===== src/design/cpfm_pkg.sv =====
// Shared constants and types of the capture pair frequency meter.
// No dependencies; used by capture_pair_frequency_meter_core.
package cpfm_pkg;

   localparam int unsigned TIMER_WIDTH_DEFAULT = 16;
   localparam int unsigned CAPTURE_W           = 16;
   localparam int unsigned PERIOD_W            = 16;
   localparam int unsigned TICK_RATE_W         = 27;
   localparam int unsigned CSR_DATA_W          = 32;
   localparam int unsigned CSR_ADDR_W          = 3;

   localparam logic [TICK_RATE_W-1:0] TICK_RATE_RESET = 27'd2000000;

   localparam logic CSR_IDX_TICK_RATE = 1'b0;

   localparam int unsigned DIV_STEPS = TICK_RATE_W;
   localparam int unsigned COUNT_W   = $clog2(DIV_STEPS);

   typedef enum logic [2:0] {
      ST_IDLE   = 3'b001,
      ST_DIVIDE = 3'b010,
      ST_FINISH = 3'b100
   } state_type;

endpackage


===== src/design/capture_pair_frequency_meter_core.sv =====
// Capture pair frequency meter: period and reciprocal frequency from timestamp pairs.
// Depends on cpfm_pkg.
//
// Timestamps arrive in disjoint pairs; the first of a pair is stored and gives no
// result, the second gives the period (modulo the timer width) and tick_rate_hz /
// period as a truncated integer. The quotient comes from a restoring divider that
// retires one quotient bit per cycle, so a second capture occupies the block through
// the load, a divide step for each of the 27 quotient bits and ST_FINISH, which posts
// the result once the output register can take it; when the period is zero no division
// runs. The result sits in an output register, so the next first capture is taken while
// it waits. req_stall is high whenever a pair is being worked on.
module capture_pair_frequency_meter_core #(
   parameter int unsigned TIMER_WIDTH = cpfm_pkg::TIMER_WIDTH_DEFAULT
) (
   input  logic                                 clock,
   input  logic                                 reset,

   input  logic                                 req_valid,
   output logic                                 req_stall,
   input  logic [cpfm_pkg::CAPTURE_W-1:0]       req_capture_time,

   output logic                                 rsp_valid,
   input  logic                                 rsp_stall,
   output logic [cpfm_pkg::PERIOD_W-1:0]        rsp_period_count,
   output logic [cpfm_pkg::TICK_RATE_W-1:0]     rsp_frequency_hz,
   output logic                                 rsp_zero_period,

   input  logic                                 psel,
   input  logic                                 penable,
   input  logic                                 pwrite,
   input  logic [cpfm_pkg::CSR_ADDR_W-1:0]      paddr,
   input  logic [cpfm_pkg::CSR_DATA_W-1:0]      pwdata,
   output logic [cpfm_pkg::CSR_DATA_W-1:0]      prdata,
   output logic                                 pready
);

   localparam int unsigned TW  = TIMER_WIDTH;
   localparam int unsigned QW  = cpfm_pkg::TICK_RATE_W;
   localparam int unsigned CW  = cpfm_pkg::COUNT_W;

   cpfm_pkg::state_type state_ff, state_in;

   logic [QW-1:0]  tick_rate_ff, tick_rate_in;
   logic           pending_ff, pending_in;
   logic [TW-1:0]  first_ff, first_in;
   logic [TW-1:0]  divisor_ff, divisor_in;
   logic [TW-1:0]  rem_ff, rem_in;
   logic [QW-1:0]  quo_ff, quo_in;
   logic [CW-1:0]  count_ff, count_in;
   logic           zero_ff, zero_in;

   logic                          rsp_valid_ff, rsp_valid_in;
   logic [cpfm_pkg::PERIOD_W-1:0] rsp_period_ff, rsp_period_in;
   logic [QW-1:0]                 rsp_freq_ff, rsp_freq_in;
   logic                          rsp_zero_ff, rsp_zero_in;

   logic           req_take;
   logic           csr_write;
   logic [TW-1:0]  stamp;
   logic [TW-1:0]  period;
   logic [TW:0]    rem_shift;
   logic [TW:0]    rem_diff;
   logic           quo_bit;
   logic           rsp_load;

   assign req_stall = (state_ff != cpfm_pkg::ST_IDLE);
   assign req_take  = req_valid && !req_stall;

   assign pready    = 1'b1;
   assign csr_write = psel && penable && pwrite &&
                      (paddr[cpfm_pkg::CSR_ADDR_W-1] == cpfm_pkg::CSR_IDX_TICK_RATE);

   always_comb begin
      if (paddr[cpfm_pkg::CSR_ADDR_W-1] == cpfm_pkg::CSR_IDX_TICK_RATE) begin
         prdata = cpfm_pkg::CSR_DATA_W'(tick_rate_ff);
      end else begin
         prdata = '0;
      end
   end

   assign stamp  = TW'(req_capture_time);
   assign period = stamp - first_ff;

   assign rem_shift = {rem_ff, quo_ff[QW-1]};
   assign rem_diff  = rem_shift - {1'b0, divisor_ff};
   assign quo_bit   = !rem_diff[TW];

   assign rsp_load = (state_ff == cpfm_pkg::ST_FINISH) && (!rsp_valid_ff || !rsp_stall);

   always_comb begin
      state_in     = state_ff;
      tick_rate_in = tick_rate_ff;
      pending_in   = pending_ff;
      first_in     = first_ff;
      divisor_in   = divisor_ff;
      rem_in       = rem_ff;
      quo_in       = quo_ff;
      count_in     = count_ff;
      zero_in      = zero_ff;

      if (csr_write) begin
         tick_rate_in = pwdata[QW-1:0];
      end

      unique case (state_ff)
         cpfm_pkg::ST_IDLE: begin
            if (req_take) begin
               if (!pending_ff) begin
                  first_in   = stamp;
                  pending_in = 1'b1;
               end else begin
                  pending_in = 1'b0;
                  divisor_in = period;
                  rem_in     = '0;
                  quo_in     = tick_rate_ff;
                  count_in   = '0;
                  zero_in    = (period == '0);
                  state_in   = (period == '0) ? cpfm_pkg::ST_FINISH : cpfm_pkg::ST_DIVIDE;
               end
            end
         end
         cpfm_pkg::ST_DIVIDE: begin
            rem_in = quo_bit ? rem_diff[TW-1:0] : rem_shift[TW-1:0];
            quo_in = {quo_ff[QW-2:0], quo_bit};
            if (count_ff == CW'(cpfm_pkg::DIV_STEPS - 1)) begin
               count_in = '0;
               state_in = cpfm_pkg::ST_FINISH;
            end else begin
               count_in = count_ff + 1'b1;
            end
         end
         cpfm_pkg::ST_FINISH: begin
            if (rsp_load) begin
               state_in = cpfm_pkg::ST_IDLE;
            end
         end
         default: begin
            state_in = cpfm_pkg::ST_IDLE;
         end
      endcase
   end

   always_comb begin
      rsp_valid_in  = rsp_valid_ff && rsp_stall;
      rsp_period_in = rsp_period_ff;
      rsp_freq_in   = rsp_freq_ff;
      rsp_zero_in   = rsp_zero_ff;
      if (rsp_load) begin
         rsp_valid_in  = 1'b1;
         rsp_period_in = cpfm_pkg::PERIOD_W'(divisor_ff);
         rsp_freq_in   = zero_ff ? '0 : quo_ff;
         rsp_zero_in   = zero_ff;
      end
   end

   always_ff @(posedge clock) begin
      if (reset) begin
         state_ff     <= cpfm_pkg::ST_IDLE;
         tick_rate_ff <= cpfm_pkg::TICK_RATE_RESET;
         pending_ff   <= 1'b0;
         first_ff     <= '0;
         count_ff     <= '0;
         rsp_valid_ff <= 1'b0;
      end else begin
         state_ff     <= state_in;
         tick_rate_ff <= tick_rate_in;
         pending_ff   <= pending_in;
         first_ff     <= first_in;
         count_ff     <= count_in;
         rsp_valid_ff <= rsp_valid_in;
      end
   end

   always_ff @(posedge clock) begin
      divisor_ff    <= divisor_in;
      rem_ff        <= rem_in;
      quo_ff        <= quo_in;
      zero_ff       <= zero_in;
      rsp_period_ff <= rsp_period_in;
      rsp_freq_ff   <= rsp_freq_in;
      rsp_zero_ff   <= rsp_zero_in;
   end

   assign rsp_valid        = rsp_valid_ff;
   assign rsp_period_count = rsp_period_ff;
   assign rsp_frequency_hz = rsp_freq_ff;
   assign rsp_zero_period  = rsp_zero_ff;

   a_zero_forces_freq: assert property (@(posedge clock) disable iff (reset)
      rsp_valid_ff && rsp_zero_ff |-> rsp_freq_ff == '0)
      else $error("zero period result carries nonzero frequency");

   a_count_idle: assert property (@(posedge clock) disable iff (reset)
      state_ff != cpfm_pkg::ST_DIVIDE |-> count_ff == '0)
      else $error("step counter running outside division");

   a_full_division: assert property (@(posedge clock) disable iff (reset)
      state_ff == cpfm_pkg::ST_DIVIDE && state_in == cpfm_pkg::ST_FINISH
      |-> count_ff == CW'(cpfm_pkg::DIV_STEPS - 1))
      else $error("division left before all quotient bits");

   a_pair_closed: assert property (@(posedge clock) disable iff (reset)
      state_ff == cpfm_pkg::ST_FINISH |-> !pending_ff)
      else $error("pair phase not reset on second capture");

endmodule

===== config.mk =====
export PLATFORM = sky130hd
export DESIGN_NAME = capture_pair_frequency_meter_core
export DESIGN_NICKNAME = d
export VERILOG_FILES = /design/src/design/cpfm_pkg.sv /design/src/design/capture_pair_frequency_meter_core.sv
export SDC_FILE = /design/constraint.sdc
export NUM_CORES = 1
export LEC_CHECK = 0
export ABC_AREA = 1
export BUFFER_PORTS_ARGS = -buffer_cell sky130_fd_sc_hd__buf_4
export CAP_MARGIN = 20
export CELL_PAD_IN_SITES_DETAIL_PLACEMENT = 1
export CELL_PAD_IN_SITES_GLOBAL_PLACEMENT = 2
export CORE_ASPECT_RATIO = 2
export CORE_UTILIZATION = 33
export CTS_CLUSTER_DIAMETER = 40
export DETAILED_ROUTE_END_ITERATION = 7
export PLACE_DENSITY_LB_ADDON = 0.15
export SLEW_MARGIN = 20
export SYNTH_ARGS = -nofsm -noshare
export SYNTH_HDL_FRONTEND = slang
export SYNTH_SLANG_ARGS = --single-unit

===== constraint.sdc =====
create_clock -name clock -period 3.65 [get_ports clock]
set_input_delay 0.1825 -clock clock [delete_from_list [all_inputs] [get_ports clock]]
set_output_delay 0.1825 -clock clock [all_outputs]
set_load 0.01 [all_outputs]

# Word-level counts from Yosys, hierarchy flattened
# Index checks and enable logic that the tools add are counted.
# totals
latchBits,0
wordCells,65
mem_bits_rw,0
reg_bits,157
inputBits,58
out_inout_bits,79
rom_bits,0
memories,0
# classes
n_mux,20
div_mod_pow,0
n_lt_le_gt_ge,0
addsub,3
bitwise_logic,2
reduce_logical,18
eq_ne,9
n_mul,0
shifts,0
# ops
op,n
$mux W27,3
$pmux W27 S2,1
$mux W16,3
$pmux W16 S2,1
$sub A17 B16 Y17,1
$logic_not A16 Y1,1
$sub A16 B16 Y16,1
$mux W3,5
$mux W5,3
$pmux W5 S2,1
$pmux W3 S3,1
$reduce_and A3 Y1,3
$ne A2 B2 Y1 const B,4
$logic_and A1 B1 Y1,6
$add A5 B1 Y5 const B,1
$eq A5 B5 Y1 const B,1
$logic_not A1 Y1,4
$reduce_and A4 Y1,1
$eq A3 B1 Y1 const B,1
$eq A3 B2 Y1 const B,1
$eq A3 B3 Y1 const B,1
$ne A3 B1 Y1 const B,1
$mux W1,2
$not A1 Y1,2
3 further kinds,3

# Depth between registers and ports, before layout
# Gate-level depths: netlist (run 1).
# logic_depth
ltp_word,6
ltp_mapped,17
ltp_nobuf,17

# Worst setup path after synthesis (run 1)
# No wires, ideal clock.
# synth_timing
path_kind,flip-flop to flip-flop
start,register state_ff[2]
end,"register rsp_freq_ff[0], in the netlist rsp_frequency_hz[0] (enable)"
setup_slack_ns,0.840
synth_period_minus_slack_ns,2.810
t_arrival_ns,2.365
t_required_ns,3.204
path_buffers,0
setup_ns,0.446
stages_incl_launch_ff,3
cell_sequence,dfxtp_1 > nand3_1 > nor2_1
# synth_between
elab_chain_len,2
# synth_rtl
element,line,rtl
"start, declared",capture_pair_frequency_meter_core.sv:41,"cpfm_pkg::state_type state_ff, state_in;"
"start signal, assigned",capture_pair_frequency_meter_core.sv:158,state_ff <= cpfm_pkg::ST_IDLE;
"start signal, assigned",capture_pair_frequency_meter_core.sv:165,state_ff <= state_in;
$eq A3 B3 Y1,capture_pair_frequency_meter_core.sv:88,assign rsp_load = (state_ff == cpfm_pkg::ST_FINISH) && (!rsp_valid_ff || !rsp_stall);
$logic_and A1 B1 Y1,capture_pair_frequency_meter_core.sv:88,
via rsp_load,capture_pair_frequency_meter_core.sv:64,logic rsp_load;
"end signal, assigned",capture_pair_frequency_meter_core.sv:180,rsp_freq_ff <= rsp_freq_in;
"end, declared",capture_pair_frequency_meter_core.sv:54,"logic [QW-1:0] rsp_freq_ff, rsp_freq_in;"
# The timed path passes the listed nets, and every way through them passes these cells.
# A chain may end at the register's enable or synchronous reset.

# Worst setup path in the final report (run 1)
# layout_timing
start,register quo_ff[26]
end,register rem_ff[9] (data pin)
# layout_between
elab_chain_len,3
# layout_rtl
element,line,rtl
"start, declared",capture_pair_frequency_meter_core.sv:48,"logic [QW-1:0] quo_ff, quo_in;"
"start signal, assigned",capture_pair_frequency_meter_core.sv:177,quo_ff <= quo_in;
$sub A17 B16 Y17,capture_pair_frequency_meter_core.sv:85,"assign rem_diff = rem_shift - {1'b0, divisor_ff};"
$mux W16,capture_pair_frequency_meter_core.sv:123,rem_in = quo_bit ? rem_diff[TW-1:0] : rem_shift[TW-1:0];
$pmux W16 S2,capture_pair_frequency_meter_core.sv:105,unique case (state_ff)
"end signal, assigned",capture_pair_frequency_meter_core.sv:176,rem_ff <= rem_in;
"end, declared",capture_pair_frequency_meter_core.sv:47,"logic [TW-1:0] rem_ff, rem_in;"
# No other way between the ends.

==> impl_metrics.tcl, run 1 <==
set metrics [dict create \
    status "finished, final reports clean" \
    grt_pass1_wl_mm 36.0 \
    async_flop_share_pct 0 \
    seq_area_frac_synth_pct 51.6 \
    drt_pass1_iterations 5 \
    ys.flop_type "edfxtp_1" \
    power_mw 7.36 \
    synthCells 983 \
    worstReg2RegEnd "rem_ff[9]$_SDFFCE_PN0P_" \
    initial_core_util_pct 33.8 \
    worstPathMaxFanout 29 \
    reg2regPathDepth 13 \
    worstMarginPinSlew_ns 0.972 \
    max_slew_margin_pct 35.1 \
    coreArea_mm2 0.0240 \
    drtIter0Drc 268 \
    synth_compound_area_share_pct 10.6 \
    skew_ns 0.0146 \
    synth_edf_count 104 \
    fp.dieH_um 224 \
    antenna_found_initial 2 \
    grt_usage_pct 19.3 \
    p_per_area_mw_per_mm2 741 \
    io_buffer_count 123 \
    ant_nets 0 \
    grt_max_degree 70 \
    chipWidth_um 113 \
    r2r_slack_ns 0.83 \
    synthSimpleGateAreaFrac_pct 20.1 \
    gp_congestion 0.788 \
    totalWireLength_mm 23.2 \
    cp-end-kind "flop" \
    timing.rr.start "quo_ff[26]$_DFFE_PP_" \
    synth.mux.area_fraction_pct 0.123 \
    finalCritPeriodShare_pct 77.3 \
    dpl.hpwl_mm 18.0 \
    vias_per_cell 4.74 \
    synth_seq_cells 157 \
    post_cts_buffers 0 \
    yosys_warnings 0 \
    min_period_ns 2.82 \
    area_delta_synth_final_pct 22.5 \
    grt-ovfl-total 0 \
    clock_sinks 157 \
    rows 80 \
    fill_cells 2895 \
    synth_xor_area_share_pct 1.40 \
    max_cap_viol_count 0 \
    startpoint_type "flop" \
    synth_top_family_by_area "simple AND/OR/NAND/NOR gates" \
    cts_tree "built" \
    endpoint "rem_ff[9]$_SDFFCE_PN0P_" \
    yosys.area_share.adder_pct 5.58 \
    ios 137 \
    ir_drop_v 0.000240 \
    syn_area_mm2 0.00812 \
    die_area_mm2 0.0253 \
    cts_buffers 17 \
    nNetsFinal 1204 \
    rsz0062_at_grt "false" \
    setup_viol 0 \
    fin_util_pct 41.4 \
    vias 6701 \
    clk_path_buf_depth 2 \
    worstPathArrival_ns 3.02 \
    whs_ns 0.0186 \
    clk_pin_slew_ns 0.06 \
    htree_levels 4 \
    slew_violations 0 \
    syn_avg_cell_area_um2 8.26 \
    worstSetupStartpoint "quo_ff[26]$_DFFE_PP_" \
    cts_root_buf "clkbuf_16" \
    required_ns 3.84 \
    drcViolationCount 0 \
    power_leakage_nw 4.55 \
    crit_type "reg -> reg" \
    max_freq_mhz 354 \
    hold_class "in -> reg" \
    insertion_delay_ns 0.44 \
    finalHoldViolations 0 \
    drt-wirelength-per-cell_um 16.4 \
    first_global_vias 7039 \
    tns_ns 0 \
    ys_types 40 \
    drive_gt1_share_pct 15.1 \
]
==> area by class of cell <==
cell class                 instances  area [µm²]  area share (%)
clock buffer                      25         475            4.78
multi-input combinational        613        3100            31.2
clock inverter                     7        42.5           0.428
antenna                            2        5.00          0.0504
timing repair buffer             141        1090            11.0
inverter                         181         679            6.84
sequential                       157        4180            42.1
tap                              287         359            3.61
==> cell usage after synthesis (2+ instances only) <==
cell | number | share of area, %
buf_2 | 3 | 0.18
conb_1 | 2 | 0.093
nand2_1 | 216 | 10
buf_4 | 6 | 0.56
nor2_1 | 121 | 5.6
nor3_2 | 3 | 0.37
nor3b_1 | 2 | 0.18
xnor2_1 | 3 | 0.32
buf_6 | 2 | 0.28
nand3_1 | 37 | 2.3
o21ai_0 | 74 | 4.6
nand2_2 | 2 | 0.15
a21oi_1 | 62 | 3.8
o211ai_1 | 8 | 0.74
o21ai_1 | 2 | 0.12
a21o_1 | 2 | 0.18
inv_1 | 181 | 8.4
edfxtp_1 | 104 | 38
dfxtp_1 | 53 | 13
nand3b_1 | 4 | 0.37
nor3_1 | 8 | 0.49
clkbuf_1 | 23 | 1.1
buf_1 | 2 | 0.093
fa_1 | 2 | 0.49
ha_1 | 33 | 5.1
nand4_1 | 4 | 0.31
xor2_1 | 10 | 1.1
and2_1 | 2 | 0.15
==> logic make-up (layout without fill, tap and decap cells) <==
family | count (synthesis) | after routing
adder cells (fa/ha/maj) | 35 | 35
buffers and inverters | 217 | 354
AO/OA/AOI/OAI | 157 | 157
other | 2 | 8
multiplexers | 1 | 1
XOR/XNOR | 13 | 13
flip-flops | 157 | 157
AND/OR/NAND/NOR | 401 | 401
==> critical path, stage by stage (launching register included) <==
cell	delay, ns
edfxtp_1	0.33
inv_1	0.08
ha_1	0.22
fa_1	0.43
o21ai_2	0.24
a21oi_4	0.10
o21ai_4	0.20
nand2_2	0.10
nand2_1	0.11
nand2_1	0.07
nand2_2	0.44
nand2_1	0.11
nand2_1	0.09
nor2_1	0.05
==> worst min path at each step <==
| stage | startpoint | slack, ns | depth (start not counted) | end |
|---|---|---|---|---|
| after floorplan | reset | 0.25 | 1 | first_ff[0]$_SDFFE_PP0P_ |
| after global placement | pwdata[17] | 0.40 | 3 | tick_rate_ff[17]$_SDFFE_PP1P_ |
| after detailed placement | pwdata[20] | 0.41 | 3 | tick_rate_ff[20]$_SDFFE_PP1P_ |
| after CTS | pwdata[16] | 0.0007 | 3 | tick_rate_ff[16]$_SDFFE_PP0P_ |
| after global routing | pwdata[13] | 0.02 | 3 | tick_rate_ff[13]$_SDFFE_PP0P_ |
| final | pwdata[0] | 0.02 | 3 | tick_rate_ff[0]$_SDFFE_PP0P_ |
==> where the power goes <==
part / internal [mW] / switching (mW) / leakage, nW
Combinational: 1.04 / 2.04 / 2.91
Clock: 0.903 / 0.707 / 0.260
Sequential: 2.44 / 0.245 / 1.39
==> per-layer routing <==
metal	share of wire, %	track usage (%)	routed length, µm	vias to the layer above
li1	-	-	-	3381
met1	33	16.5	7760	3203
met2	62	41.3	14400	91
met3	1.9	2.60	442	26
met4	2.7	9.55	629	0
met5	0	0	0	-
==> what timing repair did <==
item / in CTS / in global routing
gates resized for setup: 0 / 0
hold buffers: 9 / 0
endpoints found under the hold margin: 14 / 0
==> sequential cells by signal, indices dropped and copies added (netlist names), 5 cells and up <==
name,flops
rsp_frequency_hz,27
rsp_period_count,16
tick_rate_ff,27
quo_ff,27
first_ff,16
rem_ff,16
count_ff,5
divisor_ff,16
==> cells in the final DEF, fill, tap and decap left out, types with 3 or more instances in the layout <==
master	n
ha_1	33
nor3_1	8
buf_4	131
nand2_1	216
nand4_1	4
o211ai_1	8
inv_4	3
edfxtp_1	104
clkinv_2	3
xnor2_1	3
nor2_1	120
inv_1	179
o21ai_0	74
xor2_1	10
dfxtp_1	53
dlygate4sd3_1	9
conb_1	6
clkbuf_16	17
clkbuf_1	6
a21oi_1	62
nand3b_1	4
nand3_1	37
==> per-stage QoR <==
step	setup WS, ns	std cells	area (µm²)
finish	0.829	1413	9940
global route	0.509	1413	9940
CTS	0.757	1410	9920
detailed placement	0.771	1369	9310
global placement	0.826	1369	9310
floorplan	0.840	987	8130
No activity file was read; power rests on OpenSTA's default activity.
==> inputs of run 2 (changes only) <==
==> constraint.sdc (replaced) <==
create_clock -name clock -period 2.7 [get_ports clock]
set_input_delay 0.135 -clock clock [delete_from_list [all_inputs] [get_ports clock]]
set_output_delay 0.135 -clock clock [all_outputs]
set_load 0.01 [all_outputs]
==> impl_metrics.tcl, run 2 (synthesized netlist as in run 1, its figures left out) <==
set metrics [dict create \
    worstPathMaxFanout 13 \
    dpl.cell_count 1379 \
    fin_cells 1451 \
    min_path_cells 3 \
    power_leakage_nw 4.75 \
    worstMarginPinSlew_ns 0.701 \
    dpl.hpwl_mm 18.3 \
    rsz0062_at_grt "false" \
    gp_congestion 0.786 \
    cts_buffers 17 \
    setup_viol 0 \
    final_common_cell "nand2_1" \
    r2r_slack_ns 0.18 \
    path_cells "inv_1 -> ha_1 -> fa_1 -> o21ai_2 -> a21oi_4 -> o21ai_4 -> nand2_2 -> nand2_1 -> nand2_1 -> nand2_2 -> buf_12 -> nand2_1 -> nand2_1 -> nor2_1" \
    clock_sinks 157 \
    clk_pin_slew_ns 0.06 \
    totalWireLength_mm 24.0 \
    max_cap_viol_count 0 \
    drt_pass1_iterations 4 \
    initial_core_util_pct 33.8 \
    min_from "pwdata[1]" \
    fin_util_pct 43.3 \
    worstReg2RegEnd "rem_ff[13]$_SDFFCE_PN0P_" \
    cp-end-kind "flop" \
    antenna_found_initial 0 \
    grt-ovfl-total 0 \
    max_slew_margin_pct 53.3 \
    timing.rr.start "quo_ff[26]$_DFFE_PP_" \
    diodes 0 \
    area_delta_synth_final_pct 28.2 \
    cts_tree "built" \
    max_freq_mhz 397 \
    io_buffer_count 123 \
    finalCritPeriodShare_pct 93.4 \
    slew_violations 0 \
    grt_pass1_wl_mm 37.9 \
    holdPathEnd "tick_rate_ff[1]$_SDFFE_PP0P_" \
    fp.dieH_um 224 \
    grt_max_degree 72 \
    ios 137 \
    drcViolationCount 0 \
    slowest_stage "fa_1" \
    rows 80 \
    cts_root_buf "clkbuf_16" \
    p_per_area_mw_per_mm2 999 \
    drtIter0Drc 277 \
    htree_levels 4 \
    vias 6932 \
    fill_cells 2919 \
    drive_gt1_share_pct 15.6 \
    nNetsFinal 1245 \
    worst-path-buf-inv 2 \
    insertion_delay_ns 0.44 \
    status "finished, final reports clean" \
    max_stage_delay_ns 0.43 \
    required_ns 2.90 \
    post_cts_buffers 0 \
    startpoint_type "flop" \
    chipWidth_um 113 \
    mostFrequentLayoutCells "214 x nand2_1, 180 x inv_1, 137 x buf_4" \
    finalHoldViolations 0 \
    die_area_mm2 0.0253 \
    hold_class "in -> reg" \
    crit_type "reg -> reg" \
    cp_top_family "adder cells" \
    coreArea_mm2 0.0240 \
    grt_usage_pct 20.1 \
    crit_top_cell "nand2_1" \
    tns_ns 0 \
    worstPathArrival_ns 2.72 \
    reg2regPathDepth 14 \
    ir_drop_v 0.000381 \
    vias_per_cell 4.78 \
    first_global_vias 7354 \
    clk_path_buf_depth 2 \
    drt-wirelength-per-cell_um 16.5 \
    min_period_ns 2.52 \
    ant_nets 0 \
    skew_ns 0.0105 \
]
run 2: cell count changes in the layout (fill, tap and decap cells not counted), sizes merged:
cell | before | now
clkinv | 5 | 6
diode | 2 | 0
clkinvlp | 0 | 2
bufinv | 0 | 1
inv | 183 | 182
buf | 132 | 141
clkbuf | 25 | 21
dlygate4sd3 | 9 | 41
run 2: where the power goes:
| part | internal [mW] | total [mW] | leakage, nW | switching [mW] |
|---|---|---|---|---|
| combinational | 1.62 | 4.52 | 3.10 | 2.90 |
| sequential | 3.29 | 3.58 | 1.39 | 0.288 |
| clock | 1.31 | 2.30 | 0.265 | 0.993 |
| total | 6.22 | 10.4 | 4.75 | 4.18 |
run 2: metal layers:
layer  GRT usage (%)  wire, µm
met1            18.0      8260
met2            41.7     14300
met3            3.73       583
met4            9.34       807
met5               0         0
run 2: layout make-up:
class / count / area, µm² / area share, %
tap: 287 / 359 / 3.45
multi-input combinational: 613 / 3110 / 29.9
timing repair buffer: 182 / 1520 / 14.6
clock buffer: 21 / 460 / 4.43
clock inverter: 10 / 92.6 / 0.890
sequential: 157 / 4180 / 40.2
inverter: 181 / 679 / 6.53
run 2: stage by stage:
step | setup slack [ns] | power [mW] | area [µm²] | hold WS (ns)
6_report | 0.179 | 10.4 | 10400 | 0.0240
5_1_grt | 0.00787 | 11.3 | 10400 | 0.0359
4_1_cts | 0.132 | 10.6 | 10400 | 0.00451
3_5_place_dp | 0.158 | 8.18 | 9440 | 0.361
3_3_place_gp | 0.209 | 8.10 | 9440 | 0.355
2_1_floorplan | 0.239 | 6.67 | 8130 | 0.204
run 2: worst register-to-register path: cells and delay by family (launching register included):
kind / cells / cell delay [ns]
AOI/OAI and AO/OA: 3 / 0.54
adders and majority gates: 2 / 0.64
buffers and inverters: 2 / 0.23
DFF: 1 / 0.33
and+or+nand+nor: 7 / 0.54
run 2: worst max path at each step:
| stage | from | slack, ns | to | cells past startpoint |
|---|---|---|---|---|
| finish | quo_ff[26]$_DFFE_PP_ | 0.18 | rem_ff[13]$_SDFFCE_PN0P_ | 14 |
| global route | quo_ff[26]$_DFFE_PP_ | 0.008 | rem_ff[8]$_SDFFCE_PN0P_ | 14 |
| CTS | req_capture_time[0] | 0.13 | state_ff[2]$_SDFFE_PP0P_ | 18 |
| detailed placement | divisor_ff[0]$_DFFE_PP_ | 0.16 | rem_ff[9]$_SDFFCE_PN0P_ | 13 |
| global placement | divisor_ff[0]$_DFFE_PP_ | 0.21 | rem_ff[10]$_SDFFCE_PN0P_ | 13 |
| floorplan | state_ff[0]$_SDFFE_PP1P_ | 0.24 | count_ff[1]$_SDFFE_PP0P_ | 9 |
run 2: repair_timing:
| action | in CTS | in global routing |
|---|---|---|
| hold endpoints to repair | 44 | 0 |
| hold buffers | 41 | 0 |
| endpoints found under the setup margin | 0 | 2 |
| resized for setup | 0 | 2 |
